File: src/hw/rtl/ted_pkg.sv
// Package for the text encoding detector: encoding codes, byte constants
// and the transaction types that travel between the block's modules.
// No dependencies.
package ted_pkg;

	// Encoding codes given at the end of each string.
	localparam logic [1:0] ENC_EMPTY   = 2'd0;
	localparam logic [1:0] ENC_ANSI    = 2'd1;
	localparam logic [1:0] ENC_UTF16LE = 2'd2;
	localparam logic [1:0] ENC_UTF8    = 2'd3;

	// Byte-order mark bytes.
	localparam logic [7:0] BOM8_B0  = 8'hEF;
	localparam logic [7:0] BOM8_B1  = 8'hBB;
	localparam logic [7:0] BOM8_B2  = 8'hBF;
	localparam logic [7:0] BOM16_B0 = 8'hFF;
	localparam logic [7:0] BOM16_B1 = 8'hFE;

	// Top two bits of a continuation byte.
	localparam logic [1:0] CONT_TAG = 2'b10;

	// Byte position saturates at this value.
	localparam logic [1:0] POS_MAX = 2'd3;

	// One input transaction as held in the input register.
	typedef struct packed {
		logic [7:0] data_byte;
		logic       last_byte;
		logic       empty_string;
	} item_t;

	// Per-string tracking state.
	typedef struct packed {
		logic [1:0] byte_position;
		logic       utf8_mark_possible;
		logic       utf16_mark_possible;
		logic [1:0] continuations_due;
		logic       saw_multibyte;
		logic       sequence_invalid;
	} track_t;

	localparam track_t TRACK_CLEAR = '{
		byte_position:       2'd0,
		utf8_mark_possible:  1'b1,
		utf16_mark_possible: 1'b1,
		continuations_due:   2'd0,
		saw_multibyte:       1'b0,
		sequence_invalid:    1'b0
	};

	// Handshake between the classifier and the output register.
	typedef struct packed {
		logic       load;
		logic [1:0] encoding;
	} result_ctl_t;

endpackage

File: src/hw/rtl/ted_in_if.sv
// Byte channel of the text encoding detector: valid, ready and one byte
// with its end and empty marks. Depends on nothing.
interface ted_in_if;
	logic       valid;
	logic       ready;
	logic [7:0] data_byte;
	logic       last_byte;
	logic       empty_string;

	modport source (output valid, output data_byte, output last_byte,
		output empty_string, input ready);
	modport sink (input valid, input data_byte, input last_byte,
		input empty_string, output ready);
endinterface

File: src/hw/rtl/ted_out_if.sv
// Result channel of the text encoding detector: valid, ready and the
// two-bit encoding code. Depends on nothing.
interface ted_out_if;
	logic       valid;
	logic       ready;
	logic [1:0] encoding;

	modport source (output valid, output encoding, input ready);
	modport sink (input valid, input encoding, output ready);
endinterface

File: src/hw/rtl/ted_input_stage.sv
// Input register of the text encoding detector.
// Depends on ted_pkg and ted_in_if.
module ted_input_stage (
	input  logic            clk,
	input  logic            arst_n,
	ted_in_if.sink          bytes,
	input  logic            advance,
	output logic            valid_s1,
	output ted_pkg::item_t  item_s1
);
	import ted_pkg::*;

	logic accept;

	// A new transaction enters when the stage is empty or is moving on.
	assign bytes.ready = !valid_s1 || advance;
	assign accept      = bytes.valid && bytes.ready;

	// Occupancy flag.
	always_ff @(posedge clk or negedge arst_n) begin
		if (!arst_n) begin
			valid_s1 <= 1'b0;
		end else if (bytes.ready) begin
			valid_s1 <= bytes.valid;
		end
	end

	// Payload register, loaded only on an accepted transaction.
	always_ff @(posedge clk) begin
		if (accept) begin
			item_s1 <= '{
				data_byte:    bytes.data_byte,
				last_byte:    bytes.last_byte,
				empty_string: bytes.empty_string
			};
		end
	end

endmodule

File: src/hw/rtl/ted_classifier.sv
// Per-string tracking state and the encoding decision for the detector.
// Depends on ted_pkg.
module ted_classifier (
	input  logic                  clk,
	input  logic                  arst_n,
	input  logic                  valid_s1,
	input  ted_pkg::item_t        item_s1,
	input  logic                  out_free,
	output logic                  advance,
	output ted_pkg::result_ctl_t  res
);
	import ted_pkg::*;

	track_t     trk_q;
	track_t     trk_n;
	logic [7:0] b;
	logic [1:0] pos;
	logic       ends;
	logic [1:0] code;

	assign b    = item_s1.data_byte;
	assign pos  = trk_q.byte_position;
	assign ends = item_s1.last_byte || item_s1.empty_string;

	// An item moves on unless it ends a string and the output is full.
	assign advance  = valid_s1 && (!ends || out_free);
	assign res.load = advance && ends;

	// Next tracking state for a non-empty byte.
	always_comb begin
		trk_n = trk_q;
		// Byte-order mark matching.
		unique case (pos)
			2'd0: begin
				trk_n.utf8_mark_possible  = trk_q.utf8_mark_possible && (b == BOM8_B0);
				trk_n.utf16_mark_possible = trk_q.utf16_mark_possible && (b == BOM16_B0);
			end
			2'd1: begin
				trk_n.utf8_mark_possible  = trk_q.utf8_mark_possible && (b == BOM8_B1);
				trk_n.utf16_mark_possible = trk_q.utf16_mark_possible && (b == BOM16_B1);
			end
			2'd2: begin
				trk_n.utf8_mark_possible = trk_q.utf8_mark_possible && (b == BOM8_B2);
			end
			default: begin
			end
		endcase
		if (pos != POS_MAX) begin
			trk_n.byte_position = pos + 2'd1;
		end
		// UTF-8 structure checking.
		if (trk_q.continuations_due != 2'd0) begin
			if (b[7:6] != CONT_TAG) begin
				trk_n.sequence_invalid = 1'b1;
			end
			trk_n.continuations_due = trk_q.continuations_due - 2'd1;
		end else if (b[7]) begin
			trk_n.saw_multibyte = 1'b1;
			priority casez (b[7:3])
				5'b110??: trk_n.continuations_due = 2'd1;
				5'b1110?: trk_n.continuations_due = 2'd2;
				5'b11110: trk_n.continuations_due = 2'd3;
				default:  trk_n.sequence_invalid  = 1'b1;
			endcase
		end
	end

	// Encoding decision at the end of a string.
	always_comb begin
		if (item_s1.empty_string) begin
			code = ENC_EMPTY;
		end else if (pos >= 2'd2 && trk_n.utf8_mark_possible) begin
			code = ENC_UTF8;
		end else if (pos >= 2'd1 && trk_n.utf16_mark_possible) begin
			code = ENC_UTF16LE;
		end else if (!trk_n.sequence_invalid && trk_n.continuations_due == 2'd0
				&& trk_n.saw_multibyte) begin
			code = ENC_UTF8;
		end else begin
			code = ENC_ANSI;
		end
	end

	assign res.encoding = code;

	// Tracking state: cleared at the end of every string.
	always_ff @(posedge clk or negedge arst_n) begin
		if (!arst_n) begin
			trk_q <= TRACK_CLEAR;
		end else if (advance) begin
			if (ends) begin
				trk_q <= TRACK_CLEAR;
			end else begin
				trk_q <= trk_n;
			end
		end
	end

`ifndef ASSERT_OFF
	// The state is clean after a string has ended.
	a_clear_after_end: assert property (@(posedge clk) disable iff (!arst_n)
		res.load |=> (trk_q == TRACK_CLEAR))
		else $error("tracking state not cleared after end of string");

	// An empty string always answers with the empty code.
	a_empty_code: assert property (@(posedge clk) disable iff (!arst_n)
		(res.load && item_s1.empty_string) |-> (res.encoding == ENC_EMPTY))
		else $error("empty string gave a non-empty code");

	// A result is only loaded from an occupied input stage.
	a_load_needs_item: assert property (@(posedge clk) disable iff (!arst_n)
		res.load |-> valid_s1)
		else $error("result loaded without an item");

	// A UTF-16 mark answer needs the first two bytes seen.
	a_utf16_pos: assert property (@(posedge clk) disable iff (!arst_n)
		(res.load && res.encoding == ENC_UTF16LE) |-> (pos != 2'd0))
		else $error("UTF-16 code on a one-byte string");
`endif

endmodule

File: src/hw/rtl/ted_output_reg.sv
// Result register of the text encoding detector, driving the result
// channel. Depends on ted_pkg and ted_out_if.
module ted_output_reg (
	input  logic                  clk,
	input  logic                  arst_n,
	input  ted_pkg::result_ctl_t  res,
	output logic                  out_free,
	ted_out_if.source             result
);
	import ted_pkg::*;

	logic       valid_q;
	logic [1:0] encoding_q;

	// Room for a new result when empty or being drained this cycle.
	assign out_free = !valid_q || result.ready;

	// Valid flag.
	always_ff @(posedge clk or negedge arst_n) begin
		if (!arst_n) begin
			valid_q <= 1'b0;
		end else if (out_free) begin
			valid_q <= res.load;
		end
	end

	// Result payload.
	always_ff @(posedge clk) begin
		if (res.load) begin
			encoding_q <= res.encoding;
		end
	end

	assign result.valid    = valid_q;
	assign result.encoding = encoding_q;

endmodule

File: src/hw/rtl/text_encoding_detector.sv
// Text encoding detector: classifies each byte string as empty, ANSI,
// UTF-16LE or UTF-8 from its bytes, one byte per transaction.
// Usage:
//   bytes  - byte channel (valid/ready). Each transaction carries one byte
//            of the string in order, with last_byte set on its final byte.
//            A transaction with empty_string set stands for a zero-length
//            string, carries no byte and also drops any partial string.
//   result - result channel (valid/ready). One transaction per string,
//            carrying the two-bit encoding code: 0 empty, 1 ANSI,
//            2 UTF-16LE, 3 UTF-8.
//   Path: the transaction with the last byte (or the empty mark) is held
//   in the input register after the edge that accepts it, then loaded
//   into the result register once it has room, raising result.valid.
//   Throughput: one byte per cycle, but a string-ending byte waits while
//   the result register is full; the per-byte update is a single pass of
//   flag and counter logic between the input and result registers.
//   Reset: arst_n clears both valid flags and the tracking state, so the
//   next byte is taken as the first of a new string.
//   Stall: while the result register holds an untaken result, bytes that
//   do not end a string still flow; a string-ending byte waits in the
//   input register, and bytes.ready drops once that register is blocked.
// Depends on ted_pkg, ted_in_if, ted_out_if and the ted_* submodules.
module text_encoding_detector (
	input  logic      clk,
	input  logic      arst_n,
	ted_in_if.sink    bytes,
	ted_out_if.source result
);
	import ted_pkg::*;

	logic        valid_s1;
	item_t       item_s1;
	logic        advance;
	logic        out_free;
	result_ctl_t res;

	// Input register.
	ted_input_stage u_input (
		.clk      (clk),
		.arst_n   (arst_n),
		.bytes    (bytes),
		.advance  (advance),
		.valid_s1 (valid_s1),
		.item_s1  (item_s1)
	);

	// String tracking and decision.
	ted_classifier u_classifier (
		.clk      (clk),
		.arst_n   (arst_n),
		.valid_s1 (valid_s1),
		.item_s1  (item_s1),
		.out_free (out_free),
		.advance  (advance),
		.res      (res)
	);

	// Result register.
	ted_output_reg u_output (
		.clk      (clk),
		.arst_n   (arst_n),
		.res      (res),
		.out_free (out_free),
		.result   (result)
	);

endmodule
File: src/flat_wrapper.sv
// flat-port wrapper written by rule: the top's interface ports become plain ports
module text_encoding_detector_flat import ted_pkg::*;
  (clk, arst_n, bytes_valid, bytes_data_byte, bytes_last_byte, bytes_empty_string, bytes_ready, result_valid, result_encoding, result_ready);
  ted_in_if bytes_i ();
  ted_out_if result_i ();
  input  logic clk;
  input  logic arst_n;
  input wire logic [$bits(bytes_i.valid)-1:0] bytes_valid;
  input wire logic [$bits(bytes_i.data_byte)-1:0] bytes_data_byte;
  input wire logic [$bits(bytes_i.last_byte)-1:0] bytes_last_byte;
  input wire logic [$bits(bytes_i.empty_string)-1:0] bytes_empty_string;
  output wire logic [$bits(bytes_i.ready)-1:0] bytes_ready;
  output wire logic [$bits(result_i.valid)-1:0] result_valid;
  output wire logic [$bits(result_i.encoding)-1:0] result_encoding;
  input wire logic [$bits(result_i.ready)-1:0] result_ready;
  assign bytes_i.valid = bytes_valid;
  assign bytes_i.data_byte = bytes_data_byte;
  assign bytes_i.last_byte = bytes_last_byte;
  assign bytes_i.empty_string = bytes_empty_string;
  assign bytes_ready = bytes_i.ready;
  assign result_valid = result_i.valid;
  assign result_encoding = result_i.encoding;
  assign result_i.ready = result_ready;
  text_encoding_detector u_core (.clk(clk), .arst_n(arst_n), .bytes(bytes_i), .result(result_i));
endmodule
File: config.mk
export PLATFORM = sky130hd
export DESIGN_NAME = text_encoding_detector_flat
export DESIGN_NICKNAME = d
export VERILOG_FILES = /design/src/hw/rtl/ted_pkg.sv /design/src/hw/rtl/ted_in_if.sv /design/src/hw/rtl/ted_out_if.sv /design/src/hw/rtl/ted_input_stage.sv /design/src/hw/rtl/ted_classifier.sv /design/src/hw/rtl/ted_output_reg.sv /design/src/hw/rtl/text_encoding_detector.sv /design/src/flat_wrapper.sv
export SDC_FILE = /design/constraint.sdc
export NUM_CORES = 1
export LEC_CHECK = 0
export BUFFER_PORTS_ARGS = -buffer_cell sky130_fd_sc_hd__buf_2
export CAP_MARGIN = 0
export CORE_MARGIN = 3
export CORE_UTILIZATION = 33
export DETAILED_ROUTE_END_ITERATION = 10
export GPL_TIMING_DRIVEN = 0
export HOLD_SLACK_MARGIN = 0.15
export SYNTH_ARGS = -nofsm -noshare
export SYNTH_HDL_FRONTEND = slang
export SYNTH_HIERARCHICAL = 1
export SYNTH_SLANG_ARGS = --single-unit
File: constraint.sdc
create_clock -name clk -period 5.9 [get_ports clk]
set_input_delay 1.77 -clock clk [delete_from_list [all_inputs] [get_ports clk]]
set_output_delay 1.77 -clock clk [all_outputs]
set_load 0.05 [all_outputs]
Word-level counts from Yosys, hierarchy flattened
Index checks and enable logic that the tools add are counted.

storage, ports and cells
  flip-flop bits (word level) = 22
  input port bits = 14

operators by class
  mux-type cells = 14
  equal/unequal tests = 12
  order comparisons = 2
  reduce and logical (&&, ||, !) cells = 26
  $add $sub $neg = 2

operator list
  cell                                                                                 number
  8-bit equality test, second input constant                                           5
  1-bit logical AND                                                                    12
  2-bit two-way mux                                                                    5
  8-bit two-way mux                                                                    1
  2-bit case mux with 3 select lines                                                   1
  5-bit equality test, second input constant                                           1
  4-bit equality test, second input constant                                           1
  1-bit zero test                                                                      4
  2-bit zero test                                                                      2
  1-bit logical OR                                                                     4
  1-bit two-way mux                                                                    4
  4-bit two-way mux                                                                    1
  2-bit != test, second input constant                                                 2
  2-bit nonzero test                                                                   2
  3-bit equality test, second input constant                                           1
  1-bit case mux with 3 select lines                                                   1
  3-bit OR reduction                                                                   1
  2-bit by 1-bit adder with 2-bit output, second input constant                        1
  2-bit by 1-bit equality test with 1-bit output, second input constant                1
  2-bit equality test, second input constant                                           1
  2-bit by 1-bit greater-or-equal comparator with 1-bit output, second input constant  1
  2-bit greater-or-equal comparator, second input constant                             1
  1-bit case mux with 2 select lines                                                   1
  2-bit AND reduction                                                                  1
  2-bit by 1-bit subtractor with 2-bit output, second input constant                   1

Longest topological paths before layout
  word-level depth = 11
  gate-level depth with buffers = 6
  gate-level depth less buffers = 6

Cells and area by module
The synthesis kept the hierarchy.

modules (own cells, without submodules)
  module           cells each  seq. area each (um^2)  instances  area an instance (um^2)
  ted_classifier   76          202.7                  1          659.4
  ted_input_stage  14          325.3                  1          354.1
  ted_output_reg   5           85.1                   1          107.6

Least setup slack after synthesis
No wires, ideal clock.

  path type = in2out
  start = input port result_ready
  end = output port bytes_ready
  slack = 1.628 ns
  buffers on the path = 0
  arrival = 2.502 ns
  stages on the path = 4
  cell sequence = nand2b_4 -> o21ai_1 -> inv_1 -> nand2b_4

on the way
  longest elaborated chain between the ends = 4

RTL lines
  item                      RTL line                      RTL
  start: declaration        flat_wrapper.sv:15            input wire logic [$bits(result_i.ready)-1:0] result_ready;
  1-bit logical OR          ted_output_reg.sv:16          assign out_free = !valid_q || result.ready;
  1-bit logical OR          ted_classifier.sv:26          assign advance = valid_s1 && (!ends || out_free);
  1-bit logical AND         ted_classifier.sv:26
  named net u_core.advance  text_encoding_detector.sv:33  logic advance;
  1-bit logical OR          ted_input_stage.sv:16         assign bytes.ready = !valid_s1 || advance;
  end: declaration          flat_wrapper.sv:12            output wire logic [$bits(bytes_i.ready)-1:0] bytes_ready;

The timed path passes the listed nets, and every way through them passes these cells.

Worst setup path after layout
  start = input port result_ready
  end = output port bytes_ready

on the way
  longest elaborated chain between the ends = 4

RTL lines
  item                       RTL line                      RTL
  1-bit logical OR           ted_output_reg.sv:16
  named net u_core.out_free  text_encoding_detector.sv:34  logic out_free;
  1-bit logical OR           ted_classifier.sv:26
  1-bit logical AND          ted_classifier.sv:26
  named net u_core.advance   text_encoding_detector.sv:33
  1-bit logical OR           ted_input_stage.sv:16

The timed path passes the listed nets, and every way through them passes these cells.

==> flow_metrics.env <==
export IMPL_status="completed"
export IMPL_setup_viol=0
export IMPL_clk_latency_ps=300
export IMPL_clkPwrFrac_pct=27.2
export IMPL_fin_skew_ps=1.85
export IMPL_final_area_sq_um=1310
export IMPL_maxCapViolCount=0
export IMPL_synth_distinct_cells=33
export IMPL_root_buffer="clkbuf_4"
export IMPL_remaining_drc_errors=0
export IMPL_cp_slowest_cell="o21ai_1"
export IMPL_layout_drive_gt1_share_pct=26.7
export IMPL_antenna_found_initial=0
export IMPL_numCtsBuffers=3
export IMPL_grt_pass1_wl_mm=3.36
export IMPL_final_cell_count_no_fill=160
export IMPL_syn_cell_area_sq_um=1120
export IMPL_cp_max_fo=5
export IMPL_period_share_pct=79.2
export IMPL_grt_pass1_vias=789
export IMPL_cts_setup_buffers=0
export IMPL_rsz0062_at_grt="no"
export IMPL_hold_worst_slack_ps=484
export IMPL_rows=20
export IMPL_finalCriticalPeriod_ps=4670
export IMPL_clk_pin_slew_ps=120
export IMPL_worst_slew_pin_slew_ps=424
export IMPL_hold_violations=0
export IMPL_via_count=749
export IMPL_area_growth_pct=17.2
export IMPL_critical_path_class="in -> out"
export IMPL_drtIter0Drc=11
export IMPL_postCtsHoldBufs=0
export IMPL_nNetsFinal=138
export IMPL_wl_per_cell_microns=11.8
export IMPL_synth_fp_nets=116
export IMPL_grt_use_total_pct=10.2
export IMPL_die_y_microns=64.3
export IMPL_hold_class="reg -> reg"
export IMPL_fmax_ghz=0.214
export IMPL_p_comb_share_pct=23.3
export IMPL_dieArea_sq_um=4130
export IMPL_gp_congestion=0.808
export IMPL_ctsResizeCount=0
export IMPL_synth_avg_cell_area_sq_um=11.8
export IMPL_grt_start_max_net_pins=14
export IMPL_end_kind="output pin"
export IMPL_final_cell_mix="17 x buf_2, 12 x edfxtp_1, 10 x nand2_1"
export IMPL_io_pins=18
export IMPL_worstPathArrival_ps=2900
export IMPL_crit_chain="buf_2 > nand2b_4 > o21ai_1 > inv_1 > nand2b_4 > buf_2"
export IMPL_synth_seq_cells=22
export IMPL_relSlewSlack_pct=71.6
export IMPL_power_frac_seq_pct=49.6
export IMPL_postRouteAntennaNets=0
export IMPL_cts_tree="done"
export IMPL_coreArea_sq_um=3150
export IMPL_seq_area_frac_synth_pct=54.7
export IMPL_clock_sinks=22
export IMPL_regToRegSetupSlack_ps=3580
export IMPL_tns_ps=0
export IMPL_dp_cells=156
export IMPL_firstDrtPassIters=4
export IMPL_grt_overflow=0
export IMPL_crit_path_max_incr_delay_ps=360
export IMPL_vdd_drop_max_mv=0.148
export IMPL_layout_commonest_cell="buf_2"
export IMPL_place_detailed_hpwl_mm=1.49
export IMPL_switching_share_pct=29.7
export IMPL_intPower_w=0.000295
export IMPL_htree_levels=1
export IMPL_dpl_cell_area_sq_um=1260
export IMPL_cp_start_kind="input port"
export IMPL_die_w_microns=64.3
export IMPL_cts_buffer_depth=2
export IMPL_worstPathRequired_ps=4130
export IMPL_io_buffers=17
export IMPL_powerDensity_nw_per_um2=320
export IMPL_vias_per_cell=4.68
export IMPL_slew_viol_final=0
export IMPL_p_switching_w=0.000125
export IMPL_syn_inst=95
export IMPL_start_util_pct=35.6
export IMPL_power_leakage_nw=0.547
export IMPL_wl_mm=1.89
export IMPL_antenna_cells=0
export IMPL_yosys_warnings=6
## metrics by stage
| step | setup slack, ps | power [W] | utilization [%] |
|---|---|---|---|
| 2_1_floorplan | 1630 | 0.000283 | - |
| 3_3_place_gp | 1230 | 0.000306 | 40.0 |
| 3_5_place_dp | 1210 | 0.000310 | 40.0 |
| 4_1_cts | 1200 | 0.000424 | 41.7 |
| 5_1_grt | 1140 | 0.000443 | 41.7 |
| 6_report | 1230 | 0.000420 | 41.7 |
## cell usage after synthesis
master     instances  area [sq um]
a2111oi_4          1          27.5
a211oi_1           1          7.51
a21oi_1            4          20.0
a311oi_1           1          8.76
a31oi_1            2          12.5
and2_4             1          8.76
and3b_1            1          8.76
dfrtp_1            8           200
dfstp_2            2          52.6
edfxtp_1          12           360
ha_1               7          87.6
inv_1              7          26.3
nand2_1           10          37.5
nand2b_1           4          25.0
nand2b_2           1          8.76
nand2b_4           2          27.5
nand3_1            4          20.0
nand3b_1           2          15.0
nand4_1            2          12.5
nor2_1             3          11.3
nor2b_1            1          6.26
nor3b_1            1          7.51
o21a_1             1          7.51
o21ai_0            5          25.0
o21ai_1            1          5.00
o221ai_2           1          15.0
o22ai_1            2          12.5
o2bb2ai_1          1          8.76
o31ai_1            3          22.5
or2_2              1          6.26
or3_1              1          6.26
or3b_4             1          11.3
xnor2_1            1          8.76
## routing by layer
layer | wire length, microns | track usage, %
met1 | 945 | 13.2
met2 | 816 | 16.2
met3 | 102 | 2.46
met4 | 29 | 3.96
met5 | 0 | 0
## cell families (layout without fill, tap and decap cells)
kind of cell             after synthesis  count (layout)  share of synthesized area (%)
AND/OR/NAND/NOR                       35              35                           19.0
AO/OA/AOI/OAI                         23              23                           15.4
flip-flops                            22              22                           54.7
adder cells (fa/ha/maj)                7               7                           7.81
buffers and inverters                  7              28                           2.34
XOR/XNOR                               1               1                          0.781
## flip-flops by register name (all words and copies together), names as in the netlist
| signal | flops |
|---|---|
| u_core/u_input/item_s1 | 10 |
| u_core/u_input/valid_s1 | 1 |
| u_core/u_classifier/pos | 2 |
| u_core/u_output/result.valid | 1 |
| u_core/u_classifier/trk_q | 6 |
| u_core/u_output/result.encoding | 2 |
## path summary, 6_finish.rpt
| kind | start | to | depth (start not counted) |
|---|---|---|---|
| worst max-delay path | result_ready | bytes_ready | 6 |
| worst min-delay path | u_core/u_classifier/trk_q[4] | u_core/u_classifier/trk_q[4] | 2 |
| worst max register to register | u_core/u_classifier/pos[0] | u_core/u_output/result.encoding[1] | 6 |
| worst min register to register | u_core/u_classifier/trk_q[4] | u_core/u_classifier/trk_q[4] | 2 |
| max in group asynchronous | arst_n | u_core/u_classifier/trk_q[4] | 1 |
| min in group asynchronous | arst_n | u_core/u_classifier/pos[1] | 1 |
## layout make-up
class / instances / area (sq um)
clock inverters: 1 / 30.0
well taps: 44 / 55.1
clock buffers: 3 / 22.5
repair buffers: 17 / 85.1
fillers: 315 / 1840
flip-flops and latches: 22 / 613
inverters: 7 / 26.3
multi-input cells: 66 / 482
## power groups by stage
stage	logic, W	registers (W)	clock network, W
6_report	0.0000976	0.000208	0.000114
5_1_grt	0.000110	0.000211	0.000122
4_1_cts	0.0000989	0.000208	0.000117
3_5_place_dp	0.0000985	0.000211	0
3_3_place_gp	0.0000958	0.000210	0
2_1_floorplan	0.0000647	0.000218	0
## worst max-delay path, delay by kind of cell
family | cells | cell delay, ps
AND/OR/NAND/NOR | 2 | 310
AO/OA/AOI/OAI | 1 | 360
buffers and inverters | 3 | 450
(Power assumes the default switching activity.)
